File: config.mk
export PLATFORM = sky130hd
export DESIGN_NAME = pltw_ram
export DESIGN_NICKNAME = d
export VERILOG_FILES = /design/src/rtl/core/pltw_ram.sv
export SDC_FILE = /design/constraint.sdc
export NUM_CORES = 1
export LEC_CHECK = 0
export ABC_AREA = 1
export CORE_MARGIN = 10
export CORE_UTILIZATION = 31
export DETAILED_ROUTE_END_ITERATION = 12
export DONT_BUFFER_PORTS = 1
export GPL_TIMING_DRIVEN = 1
export PLACE_DENSITY = 0.42
export SLEW_MARGIN = 25
export SYNTH_ARGS = -nofsm -noshare
export SYNTH_HDL_FRONTEND = slang
export SYNTH_SLANG_ARGS = --single-unit
File: constraint.sdc
create_clock -name clk -period 1.95 [get_ports clk]
set_clock_uncertainty 0.05 [all_clocks]
set_input_delay 0.2925 -clock clk [delete_from_list [all_inputs] [get_ports clk]]
set_output_delay 0.2925 -clock clk [all_outputs]
set_load 0.01 [all_outputs]
File: src/rtl/core/pltw_ram.sv
// Generic single-write, single-read synchronous RAM with registered read data.
// No dependencies.
module pltw_ram #(
  parameter int WIDTH = 8,
  parameter int DEPTH = 16
) (
  input  logic                     clk,
  input  logic                     we,
  input  logic [$clog2(DEPTH)-1:0] waddr,
  input  logic [WIDTH-1:0]         wdata,
  input  logic [$clog2(DEPTH)-1:0] raddr,
  output logic [WIDTH-1:0]         rdata
);

  logic [WIDTH-1:0] mem [DEPTH];
  logic [WIDTH-1:0] rdata_r;

  always_ff @(posedge clk) begin
    if (we) begin
      mem[waddr] <= wdata;
    end
    rdata_r <= mem[raddr];
  end

  assign rdata = rdata_r;

endmodule

==> flow_metrics.env <==
export IMPL_outcome="finished clean"
export IMPL_synth_warnings=0
export IMPL_cts_tree="yes"
export IMPL_highest_signal_layer="met4"
export IMPL_reg2reg_to="rdata[5]"
export IMPL_yosysUniqueCellTypes=12
export IMPL_route_detailed_drc=0
export IMPL_crit_required_ns=1.99
export IMPL_worstMarginPinSlew_ns=0.836
export IMPL_drt_pre_antenna_iters=4
export IMPL_tns_ns=0
export IMPL_ys_seq_area_frac=0.694
export IMPL_hold_class="primary input to flip-flop"
export IMPL_met2_length_um=6710
export IMPL_dp_cells=776
export IMPL_grt_overflow=0
export IMPL_port_buffers=0
export IMPL_grt_pass1_wl_um=22500
export IMPL_netlist_area_mm2=0.00577
export IMPL_start_kind="primary input"
export IMPL_yosys_area_top_type_share=0.667
export IMPL_slew_headroom=0.441
export IMPL_criticalPathCategory="primary input to flip-flop"
export IMPL_place_ws_ns=0.467
export IMPL_final_setup_worst_slack_ns=0.612
export IMPL_syn_inst=551
export IMPL_p_leak_uw=0.00284
export IMPL_num_antenna_cells=0
export IMPL_h_tree_depth=4
export IMPL_hp_start="raddr[3]"
export IMPL_critical_path_top_delay_family="buffers and inverters"
export IMPL_power_uw=6870
export IMPL_clkLatencyLatePin_ns=0.42
export IMPL_pwr_density_cell_mw_per_mm2=1020
export IMPL_routed_wl_um=14300
export IMPL_cts_sinks=136
export IMPL_slowest_stage="dlygate4sd3_1"
export IMPL_maxCapViolCount=0
export IMPL_dieArea_mm2=0.0245
export IMPL_first_global_vias=3736
export IMPL_final_nets=594
export IMPL_initial_core_util=0.318
export IMPL_synthesis_nets=569
export IMPL_chipWidth_um=156
export IMPL_synth_compound_area_frac=0
export IMPL_fillers=1837
export IMPL_critPathBufInv=1
export IMPL_ys_ff_latch=136
export IMPL_synthMuxAreaShare=0
export IMPL_wl_per_cell_um=17.5
export IMPL_fin_crit_sh=0.686
export IMPL_cts_made_buffers=17
export IMPL_vias_per_cell=4.50
export IMPL_fmax_mhz=747
export IMPL_stdcell_count=818
export IMPL_synth_top_area_cell="edfxtp_1"
export IMPL_synth_simple_area_share=0.210
export IMPL_synth_top_family_by_area="simple AND/OR/NAND/NOR gates"
export IMPL_antenna_found_initial=0
export IMPL_cp_end_kind="flip-flop"
export IMPL_area_growth_pct=16.9
export IMPL_max_clock_path_buffers=2
export IMPL_hold_depth=2
export IMPL_syn_area_per_cell_um2=10.5
export IMPL_rr_startpoint="mem[8][5]"
export IMPL_die_h_um=156
export IMPL_synth_fa_ha_area_frac=0
export IMPL_vias=3683
export IMPL_final_hold_viol_count=0
export IMPL_cp_max_fo=16
export IMPL_clk_pin_slew_ns=0.06
export IMPL_place_congestion=0.747
export IMPL_synth_xor_area_frac=0
export IMPL_routed_wl_met3_um=772
export IMPL_holdPathEnd="rdata[6]"
export IMPL_final_common_cell="nand2_1"
export IMPL_final_cell_mix="nand2_1 (173), edfxtp_1 (128), inv_1 (100)"
export IMPL_fp_row_count=49
export IMPL_reg2regPathDepth=6
export IMPL_core_area_mm2=0.0181
export IMPL_cts_root_buffer_cell="clkbuf_16"
export IMPL_post_route_min_period_ns=1.34
export IMPL_first_iter_violations=279
export IMPL_ir_drop_mv=0.541
export IMPL_grt_start_max_net_pins=66
export IMPL_drtAntennaViolNets=0
export IMPL_slew_violations=0
export IMPL_synth_area_top_cells="edfxtp_1 (67%), nand2_1 (11%), nand3_1 (8.4%)"
export IMPL_dp_hpwl_um=8870
export IMPL_rsz0062_at_grt="no"
export IMPL_slowest_delay_ns=1.08
export IMPL_worstPathArrival_ns=1.38
export IMPL_rrSetupSlack_ns=0.83
export IMPL_post_cts_buffers=0
export IMPL_ios=26
export IMPL_finalSetupViolCount=0
export IMPL_crit_path_cell_trace="dlygate4sd3_1"
export IMPL_wl_met1_um=6640
export IMPL_hold_slack_ns=0.0458
export IMPL_drive_gt1_frac=0.0900
export IMPL_grt_use_total=0.125
-- per-stage QoR --
step / utilization / area [µm²]
global placement: 0.333 / 6040
finish: 0.371 / 6740
CTS: 0.371 / 6740
floorplan: - / 5770
global route: 0.371 / 6740
detailed placement: 0.333 / 6040
-- power by group --
part / internal, µW / switching (µW)
clock: 2020 / 1230
combinational: 102 / 224
sequential: 3270 / 34.0
total: 5390 / 1480
-- routing by layer --
metal,global-route usage,vias up
met3,0.0365,8
li1,-,1822
met2,0.191,84
met1,0.165,1769
met4,0.0454,0
met5,0,-
-- how the worst max path moves through the flow --
stage,from,endpoint,slack [ns],depth (start not counted)
floorplan,waddr[2],mem[10][0],0.66,2
global placement,raddr[1],rdata[1],0.48,6
detailed placement,raddr[1],rdata[1],0.47,6
CTS,wdata[7],mem[5][7],0.61,1
global route,wdata[6],mem[7][6],0.56,1
finish,wdata[6],mem[7][6],0.61,1
-- cells by family after synthesis --
family | Yosys count
buffers and inverters | 126
DFF | 136
and+or+nand+nor | 289
-- cells in the mapped netlist (all sizes together) --
cell      n
nand2   173
edfxtp  128
inv     102
nand3    97
buf      24
nor2     17
dfxtp     8
nand3b    2
-- state kept, by name, indices dropped and copies added, names as in the netlist --
name,flops
mem,128
rdata,8
-- area by class of cell --
class	count	area (µm²)	share of cell area
Clock inverter	14	175	0.0260
Timing Repair Buffer	30	250	0.0371
Sequential cell	136	4000	0.594
Tap cell	229	287	0.0425
Multi-Input combinational cell	289	1210	0.180
Inverter	102	383	0.0568
Clock buffer	18	429	0.0637
-- repair_timing --
action	4_1_cts	5_1_grt
endpoints found under the setup margin	0	0
endpoints found under the hold margin	132	0
hold buffers	10	0
gates resized for setup	0	0
Power figures use the tool's default switching activity.
