$ cat src/rtl/core/pltw_pkg.sv
// Shared types and constants for the progenitor link and tree walk block.
// No dependencies; the other files of the block, apart from pltw_ram, refer to it by scoped names.
package pltw_pkg;

  localparam int MODE_W        = 2;
  localparam int IDX_W         = 10;
  localparam int LINK_W        = 11;
  localparam int SIZE_W        = 31;
  localparam int CNT_W         = 11;
  localparam int EPOCH_W       = 8;
  localparam int DEF_MAX_HALOS = 1024;

  localparam logic [CNT_W-1:0]  HALO_COUNT_RST = 11'd1024;
  localparam logic [LINK_W-1:0] LINK_NONE      = '1;

  typedef enum logic [MODE_W-1:0] {
    MODE_LOAD    = 2'd0,
    MODE_CLEAR   = 2'd1,
    MODE_START   = 2'd2,
    MODE_ADVANCE = 2'd3
  } mode_t;

  typedef enum logic [2:0] {
    ST_DONE      = 3'd0,
    ST_DESC_DROP = 3'd1,
    ST_HEAD_SKIP = 3'd2,
    ST_ROOT_SKIP = 3'd3,
    ST_VISIT     = 3'd4,
    ST_FINISH    = 3'd5,
    ST_ABORT     = 3'd6
  } status_t;

  typedef enum logic [1:0] {
    PH_VISIT     = 2'd0,
    PH_PROG_INIT = 2'd1,
    PH_PROG      = 2'd2,
    PH_GROUP     = 2'd3
  } phase_t;

  typedef struct packed {
    logic [LINK_W-1:0] desc;
    logic [SIZE_W-1:0] size;
    logic [LINK_W-1:0] ghead;
    logic [LINK_W-1:0] glink;
  } rec_t;

  typedef struct packed {
    status_t           status;
    logic [IDX_W-1:0]  vidx;
    logic [IDX_W-1:0]  vnum;
    logic [CNT_W-1:0]  tsize;
  } res_t;

endpackage

$ cat src/rtl/core/pltw_out_buf.sv
// Result output register: holds one result transaction until the sink takes it.
// Depends on pltw_pkg for the result type.
module pltw_out_buf (
  input  logic            clk,
  input  logic            rst_n,
  input  logic            load_valid,
  input  pltw_pkg::res_t  load_data,
  output logic            load_ready,
  output logic            out_valid,
  input  logic            out_stall,
  output pltw_pkg::res_t  out_data
);

  logic           valid_r;
  pltw_pkg::res_t data_r;

  assign load_ready = !valid_r || !out_stall;

  always_ff @(posedge clk) begin
    if (!rst_n) begin
      valid_r <= 1'b0;
    end else if (load_valid && load_ready) begin
      valid_r <= 1'b1;
    end else if (!out_stall) begin
      valid_r <= 1'b0;
    end
  end

  always_ff @(posedge clk) begin
    if (load_valid && load_ready) begin
      data_r <= load_data;
    end
  end

  assign out_valid = valid_r;
  assign out_data  = data_r;

endmodule

$ cat config.mk
export PLATFORM = sky130hd
export DESIGN_NAME = pltw_out_buf
export DESIGN_NICKNAME = d
export VERILOG_FILES = /design/src/rtl/core/pltw_pkg.sv /design/src/rtl/core/pltw_out_buf.sv
export SDC_FILE = /design/constraint.sdc
export NUM_CORES = 1
export LEC_CHECK = 0
export BUFFER_PORTS_ARGS = -buffer_cell sky130_fd_sc_hd__buf_2
export CAP_MARGIN = 20
export CORE_ASPECT_RATIO = 0.5
export CORE_UTILIZATION = 39
export DETAILED_ROUTE_END_ITERATION = 7
export PLACE_DENSITY_LB_ADDON = 0.1
export SLEW_MARGIN = 0
export SYNTH_ARGS = -nofsm -noshare
export SYNTH_HDL_FRONTEND = slang
export SYNTH_SLANG_ARGS = --single-unit
export TNS_END_PERCENT = 20
$ cat constraint.sdc
create_clock -name clk -period 2 [get_ports clk]
set_input_delay 0.3 -clock clk [delete_from_list [all_inputs] [get_ports clk]]
set_output_delay 0.3 -clock clk [all_outputs]
set_load 0.02 [all_outputs]
==> summary.txt <==
Route
  – Iter 0 DRT Violations: 6
  – Vias: 668
  – Number of vias per cell: 4.25
  – Uppermost routed layer: met4
  – Drt wl/cell: 12.8 microns
  – Routed WL: 2.02 mm
  – Pre-Repair DR Iteration Count: 3
  – ANT nets after route: 0
  – Metal-1 WL: 699 microns
  – DRC Markers: 0
  – WL met3: 261 microns
  – Met2 wire length: 1.04 mm

Clock tree
  – Root buffer cell: clkbuf_8
  – Cts repair resizes: 0
  – Clock Latency Late Sink: 280 ps
  – # clock sinks: 35
  – H-tree depth: 2
  – Hold Buf Count CTS: 0
  – Longest Clk Path Bufs: 2
  – Cts bufs inserted: 5
  – Clk slew on worst S/H paths: 70 ps
  – Post-CTS setup buffer count: 0
  – CTS tree: yes

Floorplanning
  – Die X-Extent: 75.8 microns
  – Rows: 12
  – Initial core utilization: 0.445
  – Core ar.: 2390 sq um
  – Die Ht: 38.9 microns
  – Die ar.: 2950 sq um
  – Ports: 74

Placement
  – RD Place Congestion: 0.677
  – Dpl cells: 149
  – IO buf count: 73
  – Detailed Place HPWL: 1.52 mm
  – Setup WS pre-CTS: 778 ps

Synthesis
  – Post-Synth Simple-Gate Area: 0.0153
  – Largest family of logic cells by synthesized area: simple AND/OR/NAND/NOR gates
  – Avg Cell Area, Syn: 27.2 sq um
  – XOR/XNOR Fraction of Synth Area: 0
  – Post-synth design cell area: 1060 sq um
  – YS warnings: 0
  – Unique masters post-synth: 6
  – Area share of the largest cell type after synthesis: 0.961
  – Synthesized flop and latch total: 35
  – Register area share after synthesis: 0.980
  – Synth area leaders: edfxtp_1 (96%), dfxtp_1 (1.9%), and2_1 (0.59%), nor2b_1 (0.59%), a21oi_1 (0.47%)
  – Post-Synthesis Cells: 39
  – Synth Area in Adders: 0
  – Mux contribution to synthesized area: 0
  – Dominant cell type by area after synthesis: edfxtp_1
  – Net Count, Synth: 77
  – Complex-gate fraction of the synthesized area: 0.00471

STA
  – Hold Violations, Final: 0
  – Final Cycle Share: 0.595
  – Clk_skew: 3.65 ps
  – Final Max Slew Viols: 0
  – WHS: 192 ps
  – Setup Viol. Count Final: 0
  – Max_slew headroom: 0.844
  – Tmin final: 1190 ps
  – Worst slew pin tran: 234 ps
  – Setup_tns: 0 ps
  – Max Freq: 841 MHz
  – Final worst setup slack: 811 ps
  – RSZ-0062 raised after global routing: false

Final layout
  – Diodes inserted: 0
  – Most frequent cells in the layout: buf_2 (73), edfxtp_1 (34), clkbuf_8 (7), buf_4 (2)
  – Most common cell after layout, fill and taps aside: buf_2
  – Fraction of layout cells with a size suffix above 1: 0.672
  – Synth-to-Final Area Change: 49.4%
  – Nets: 159
  – Fin cells: 157

Hold path
  – Hold Path Origin: load_data[28]
  – HP Class: in2reg

Power
  – Tot Pwr: 1560 uW
  – P per Cell Area: 983 nW/um^2
  – LEAKAGE: 0.000693 uW
  – VDD IR-drop max: 0.000578 V

Global routing
  – GR Overflow Total: 0
  – Total Routing Usage GR: 0.154
  – Largest net degree at the start of global routing: 20
  – Initial antenna violation count: 0
  – Vias in the first global route: 701
  – First-pass GRT wire length: 2.87 mm

Worst setup path
  – Crit Path Max Fanout: 3
  – Worst Setup Start Kind: flip-flop
  – WP data required: 1700 ps
  – Setup CP Type: reg2out
  – Reg-to-Reg Start: out_valid$_SDFFE_PN0P_
  – CP max stage cell: dfxtp_1
  – Slowest Stage Delay on Critical Path: 370 ps
  – Worst-path cell chain: nand2_1 > buf_2
  – Crit end category: output pin
  – CP arrival: 890 ps
  – Critical Path Source: out_valid$_SDFFE_PN0P_

Run status
  – Status: finished, final reports clean

Run
  – Max cap viols: 0
-- critical path, delay by kind of cell, from the launching register on --
kind / cells / cell delay (ps)
flops: 1 / 370
buf+inv: 1 / 160
simple gates: 1 / 80
-- stage by stage --
stage / area, sq um / util
after floorplan: 1060 / -
after global placement: 1490 / 0.623
after detailed placement: 1490 / 0.623
after CTS: 1590 / 0.665
after global routing: 1590 / 0.665
final: 1590 / 0.665
-- power by group --
group / internal (uW) / leakage, uW / switching, uW / total [uW]
Clock: 314 / 0.0000515 / 228 / 542
Sequential: 855 / 0.000337 / 9.85 / 865
Combinational: 57.0 / 0.000304 / 94.7 / 152
Total: 1230 / 0.000693 / 333 / 1560
-- area by class of cell --
type / count / area, sq um
Multi-Input combinational cell: 4 / 21.3
Clock buffer: 8 / 100
Fill cell: 175 / 801
Timing Repair Buffer: 75 / 380
Sequential cell: 35 / 1040
Tap cell: 35 / 43.8
-- worst paths after layout --
check	to	slack, ps	cells past startpoint
max	load_ready	810	2
min	out_data[28]$_DFFE_PP_	190	1
max reg2reg	out_data[32]$_DFFE_PP_	860	3
min reg2reg	out_valid$_SDFFE_PN0P_	550	2
-- synth_stat cells, drive strengths merged --
cell / number
edfxtp: 34
a21oi: 1
nor2b: 1
and2: 1
dfxtp: 1
nand2: 1
-- flip-flops by register name, summed over array words and instances (netlist names) --
name       flops
out_valid      1
out_data      34
-- layer usage --
| layer | track usage | up-vias |
|---|---|---|
| met5 | 0 | - |
| met4 | 0.0833 | 0 |
| met3 | 0.109 | 4 |
| met2 | 0.283 | 43 |
| met1 | 0.122 | 306 |
| li1 | - | 315 |
-- kinds of logic (layout without fill, tap and decap cells) --
| logic type | Yosys count | in the layout |
|---|---|---|
| flip-flops | 35 | 35 |
| AND/OR/NAND/NOR | 3 | 3 |
| AO/OA/AOI/OAI | 1 | 1 |
| buffers and inverters | 0 | 83 |
(Power assumes the default switching activity.)
